### src/assert_macros.svh
// Assertion helpers used by the top-level RTL.
`ifndef ASSERT_MACROS_SVH
`define ASSERT_MACROS_SVH

// Implication check, disabled in reset.
`define ASSERT_IMPL(label, clk, rst, ante, cons) \
   label: assert property (@(posedge clk) disable iff (rst) (ante) |-> (cons)) \
      else $error("assertion failed");

// Next-cycle implication check, disabled in reset.
`define ASSERT_NEXT(label, clk, rst, ante, cons) \
   label: assert property (@(posedge clk) disable iff (rst) (ante) |=> (cons)) \
      else $error("assertion failed");

`endif

### src/fpl2_pkg.sv
package fpl2_pkg;
   localparam int InputWidth = 64;
   localparam int FracBits   = 32;
   localparam int LogWidth   = 38;
   localparam int LeadWidth  = $clog2(InputWidth);
   localparam int MantWidth  = FracBits + 1;
   localparam int Stages     = FracBits;
   localparam int QueueDepth = 2;
   localparam int QueueAw    = $clog2(QueueDepth);

   typedef logic [MantWidth-1:0] mant_type;
   typedef logic [LeadWidth-1:0] lead_type;

   // Classified item passed from front to back.
   typedef struct packed {
      logic     zero;
      lead_type lead;
      mant_type mant;
   } item_type;
endpackage

### src/fpl2_queue.sv
module fpl2_queue (
   input  logic               clock,
   input  logic               reset,
   input  logic               push,
   input  fpl2_pkg::item_type push_item,
   output logic               pop_valid,
   output fpl2_pkg::item_type pop_item
);
   import fpl2_pkg::*;

   // Short FIFO; back end always drains, so entries leave next cycle.
   item_type mem_ff [QueueDepth];
   logic [QueueAw-1:0] wptr_ff, wptr_in, rptr_ff, rptr_in;
   logic [QueueAw:0]   count_ff, count_in;
   logic               pop;

   assign pop_valid = (count_ff != '0);
   assign pop       = pop_valid;
   assign pop_item  = mem_ff[rptr_ff];

   always_comb begin
      wptr_in  = push ? wptr_ff + 1'b1 : wptr_ff;
      rptr_in  = pop ? rptr_ff + 1'b1 : rptr_ff;
      count_in = count_ff + (QueueAw+1)'(push) - (QueueAw+1)'(pop);
   end

   always_ff @(posedge clock) begin
      if (reset) begin
         wptr_ff  <= '0;
         rptr_ff  <= '0;
         count_ff <= '0;
      end else begin
         wptr_ff  <= wptr_in;
         rptr_ff  <= rptr_in;
         count_ff <= count_in;
      end
      if (push) mem_ff[wptr_ff] <= push_item;
   end
endmodule

### config.mk
export PLATFORM = sky130hd
export DESIGN_NAME = fpl2_queue
export DESIGN_NICKNAME = d
export VERILOG_FILES = /design/src/assert_macros.svh /design/src/fpl2_pkg.sv /design/src/fpl2_queue.sv
export SDC_FILE = /design/constraint.sdc
export NUM_CORES = 1
export LEC_CHECK = 0
export ABC_AREA = 1
export CAP_MARGIN = 20
export CORE_MARGIN = 10
export CORE_UTILIZATION = 60
export DETAILED_ROUTE_END_ITERATION = 6
export DONT_BUFFER_PORTS = 1
export HOLD_SLACK_MARGIN = 0.08
export PLACE_DENSITY = 0.76
export SLEW_MARGIN = 40
export SYNTH_ARGS = -nofsm -noshare
export SYNTH_HDL_FRONTEND = slang
export SYNTH_SLANG_ARGS = --single-unit
### constraint.sdc
create_clock -name clock -period 8.8 [get_ports clock]
set_clock_uncertainty 0.2 [all_clocks]
set_input_delay 1.76 -clock clock [delete_from_list [all_inputs] [get_ports clock]]
set_output_delay 1.76 -clock clock [all_outputs]
set_load 0.01 [all_outputs]
Yosys cells after proc, flatten, opt, wreduce, memory -nomap -nowiden
Memory sizes are Yosys's and may differ from the RTL's. A register that Yosys moved wholly into a read port is not among the register bits.
Index checks and enable logic that the tools add are counted.
- flip-flop bits (word level): 4
- RAM bits: 80
- bits of input ports: 43
- output and inout port bits: 41
- word-level logic and storage cells: 13
- memories kept: 1
- memory list (memory ; words ; bits a word ; read ports ; clocked after memory_dff ; write ports ; RTL line ; RTL):
    mem_ff ; 2 ; 40 ; 1 ; 1 ; 1 ; fpl2_queue.sv:12 ; item_type mem_ff [QueueDepth];
- add/subtract/negate cells: 4
- multiplexer cells: 4
- reductions and logical operators: 1
- operators by type and width (kind ; number):
    $mux 1 ; 4
    $add 1x1->1 const B ; 2
    $add 2x1->2 ; 1
    $reduce_bool 2->1 ; 1
    $sub 2x1->2 ; 1

Longest topological paths before layout
- depth after elaboration: 3
- depth in mapped cells: 6
- depth with buffers taken out: 6

Worst setup path before layout
No wires, ideal clock.
- path kind: input-to-reg
- start: in push
- end: mem mem_ff[0][0] in the netlist's numbering, enable pin
- library setup time: 0.438 ns
- data arrival time: 3.483 ns
- required time: 8.162 ns
- slack: 4.679 ns
- stages on the path: 2
- path buffers: 0
- path through: inv_1 > nor2_1
- longest elaborated chain between the ends: 2
- RTL lines (item ; RTL line ; RTL):
    start: declaration ; fpl2_queue.sv:4 ; input logic push,
    $mux 1 ; fpl2_queue.sv:37 ; if (push) mem_ff[wptr_ff] <= push_item;
    $mux 1 (not written as such) ; fpl2_queue.sv:37 ;
    end: declaration ; fpl2_queue.sv:12 ;
No other way between the ends.

==> results.yml <==
outcome:
  outcome: "finished, final reports clean"
yosys:
  yosys.area_share.simple_pct: 6.27
  ys_ff_latch: 85
  synth_xor_area_share_pct: 0
  synthDistinctLibCells: 12
  syn-num-nets: 282
  yosysTopAreaCell: "edfxtp_1"
  synth_flop_cell: "edfxtp_1"
  yosysWarnings: 0
  ys_seq_area_share_pct: 75.1
  synth-adder-area-share_pct: 0.376
  synth_top_family_by_area: "compound AO/OA/AOI/OAI gates"
  yosysMostFrequentCell: "edfxtp_1"
  ys_async_sr_fraction_pct: 0
  yosysTopAreaCellShare_pct: 72.1
  synth_compound_area_share_pct: 9.88
  synth_top_cells_by_count: "edfxtp_1 (80), inv_1 (47), nand2_1 (44)"
  muxShareOfSynthArea_pct: 0
  synth_edf_count: 80
  avgSynthCellArea_um2: 14.0
  synth_area_um2: 3330
  syn-instance-count: 238
  synth_area_leaders: "edfxtp_1 (72%), o21ai_2 (8.7%), inv_1 (5.3%), nand2_1 (5.0%), buf_6 (3.0%)"
sta:
  post-route-period-util_pct: 39.7
  postLayoutSetupSlackWorst_ns: 5.31
  period_minus_slack_ns: 3.49
  max_freq_ghz: 0.286
  rsz0062_at_grt: "false"
  tns_ns: 0
  relSlewSlack_pct: 65.1
  finalSetupViolations: 0
  hold_violations: 0
  slew_viol_final: 0
  tightest_slew_ns: 0.523
  whs_ns: 0.326
hold_path:
  worstHoldStart: "rptr_ff$_SDFFE_PP0P_"
  min_path_cells: 3
  hp-class: "flip-flop to flip-flop"
clock_network:
  clk_pin_slew_ns: 0.08
  cts_setup_buffers: 0
  cts_made_buffers: 9
  ctsResizeCount: 0
  postCtsHoldBufs: 0
  clock_latency_ns: 0.33
  clock_path_buffers: 2
  clock_sinks: 85
  htree_levels: 3
  cts_tree: "yes"
  root_buffer: "clkbuf_8"
routing:
  drc_errors: 0
  viasPerCell: 4.97
  totalWireLength_um: 5100
  dr.pass1.iters: 6
  postRouteAntennaNets: 0
  dr.first_iter.drc_count: 74
  vias: 1591
  routedWlPerCell_um: 15.9
die:
  start_util_pct: 61.2
  rows: 27
  core_um2: 5440
  die_w_um: 94.5
  die_h_um: 94.5
  ios: 84
  die_area_um2: 8930
final_layout:
  drive_gt1_share_pct: 21.0
  antenna_cells: 0
  syn_to_final_growth_pct: 7.81
  nNetsFinal: 287
  nFillCells: 398
global_routing:
  grt_max_degree: 44
  grt_pass1_vias: 1616
  grt_usage_pct: 11.9
  grt_pass1_wl_um: 8000
  overflow: 0
  antenna_found_initial: 0
worst_setup_path:
  cp_max_fo: 43
  critPathLaunchType: "flip-flop"
  cp.required_ns: 6.84
  endpoint_kind: "output port"
  timing.rr.start: "wptr_ff$_SDFFE_PP0P_"
  reg2reg_depth: 2
  critPathArrivalTime_ns: 1.53
  worstSetupPathType: "flip-flop to output port"
power:
  p_sw_share_pct: 21.6
  seqPwrFrac_pct: 60.7
  vdd_ir_drop_max_v: 0.000152
  combPwrFrac_pct: 7.4
  power_w: 0.000782
  internal_power_w: 0.000613
  powerDensity_nw_per_um2: 218
  pwr-share-clk_pct: 31.9
  switchingPower_w: 0.000169
  leakagePower_nw: 1.35
placed_design:
  io_buffers: 0
  gp_congestion: 0.734
  dp_hpwl_um: 3640
  post-place-ws_ns: 5.61
flow_run:
  max_cap_violations: 0
## per-stage QoR
step | cell area, um2 | util [%] | cells
6_report | 3590 | 66.0 | 320
5_1_grt | 3590 | 66.0 | 320
4_1_cts | 3590 | 66.0 | 320
3_5_place_dp | 3410 | 62.7 | 304
3_3_place_gp | 3330 | 61.2 | 301
2_1_floorplan | 3330 | - | 238
## flip-flops by register name, indices dropped and copies added, names as in the netlist, named ones only
signal    flops
rptr_ff       1
mem_ff       80
count_ff      2
wptr_ff       1
## path summary, 6_finish.rpt
path	end	slack, ns
max	pop_item[29]	5.31
min	flip-flop	0.33
max reg2reg	mem_ff[1][9]$_DFFE_PP_	7.29
min reg2reg	flip-flop	0.33
## kinds of logic after synthesis
logic type,count (synthesis)
compound gates,41
fa+ha+maj,1
buf+inv,56
flops,85
simple gates,55
## layout by cell type, fill, tap and decap left out
master       n
dfxtp_4      1
bufinv_16    1
o21ai_1      7
clkbuf_1     2
nand2_1     44
clkbuf_8     9
clkinv_2     2
inv_1       46
ha_1         1
o21ai_2     33
inv_4        1
dfxtp_1      4
nand3_1      1
nor3_1       1
buf_12       1
nor2_4       1
clkinvlp_4   1
nor2_1       8
clkinv_1     1
edfxtp_1    80
buf_16       2
a21oi_1      1
## metal layers
| metal | track usage [%] | vias up | routed length, um |
|---|---|---|---|
| met5 | 0 | - | 0 |
| li1 | - | 811 | - |
| met1 | 10.8 | 721 | 1680 |
| met4 | 6.48 | 0 | 83 |
| met3 | 5.47 | 9 | 564 |
| met2 | 21.6 | 50 | 2770 |
## critical path, cell delays in order, from the launching register on
cell     delay [ns]
dfxtp_4        0.66
buf_12         0.29
nand2_1        0.08
o21ai_1        0.17
## power by group through the flow
stage                     sequential (W)  combinational [W]  clock (W)
after floorplan                 0.000479          0.0000532          0
after global placement          0.000488          0.0000490          0
after detailed placement        0.000484          0.0000603          0
after CTS                       0.000475          0.0000604   0.000257
after global routing            0.000477          0.0000650   0.000274
final                           0.000474          0.0000579   0.000249
## area by class of cell
cell class,count,area [um2],share of cell area [%]
Sequential cell,85,2510,69.8
Multi-Input combinational cell,97,558,15.5
Inverter,47,179,4.98
Clock buffer,11,131,3.66
Tap cell,72,90.1,2.51
Timing Repair Buffer,3,75.1,2.09
Clock inverter,5,51.3,1.43
(Power assumes the default switching activity.)
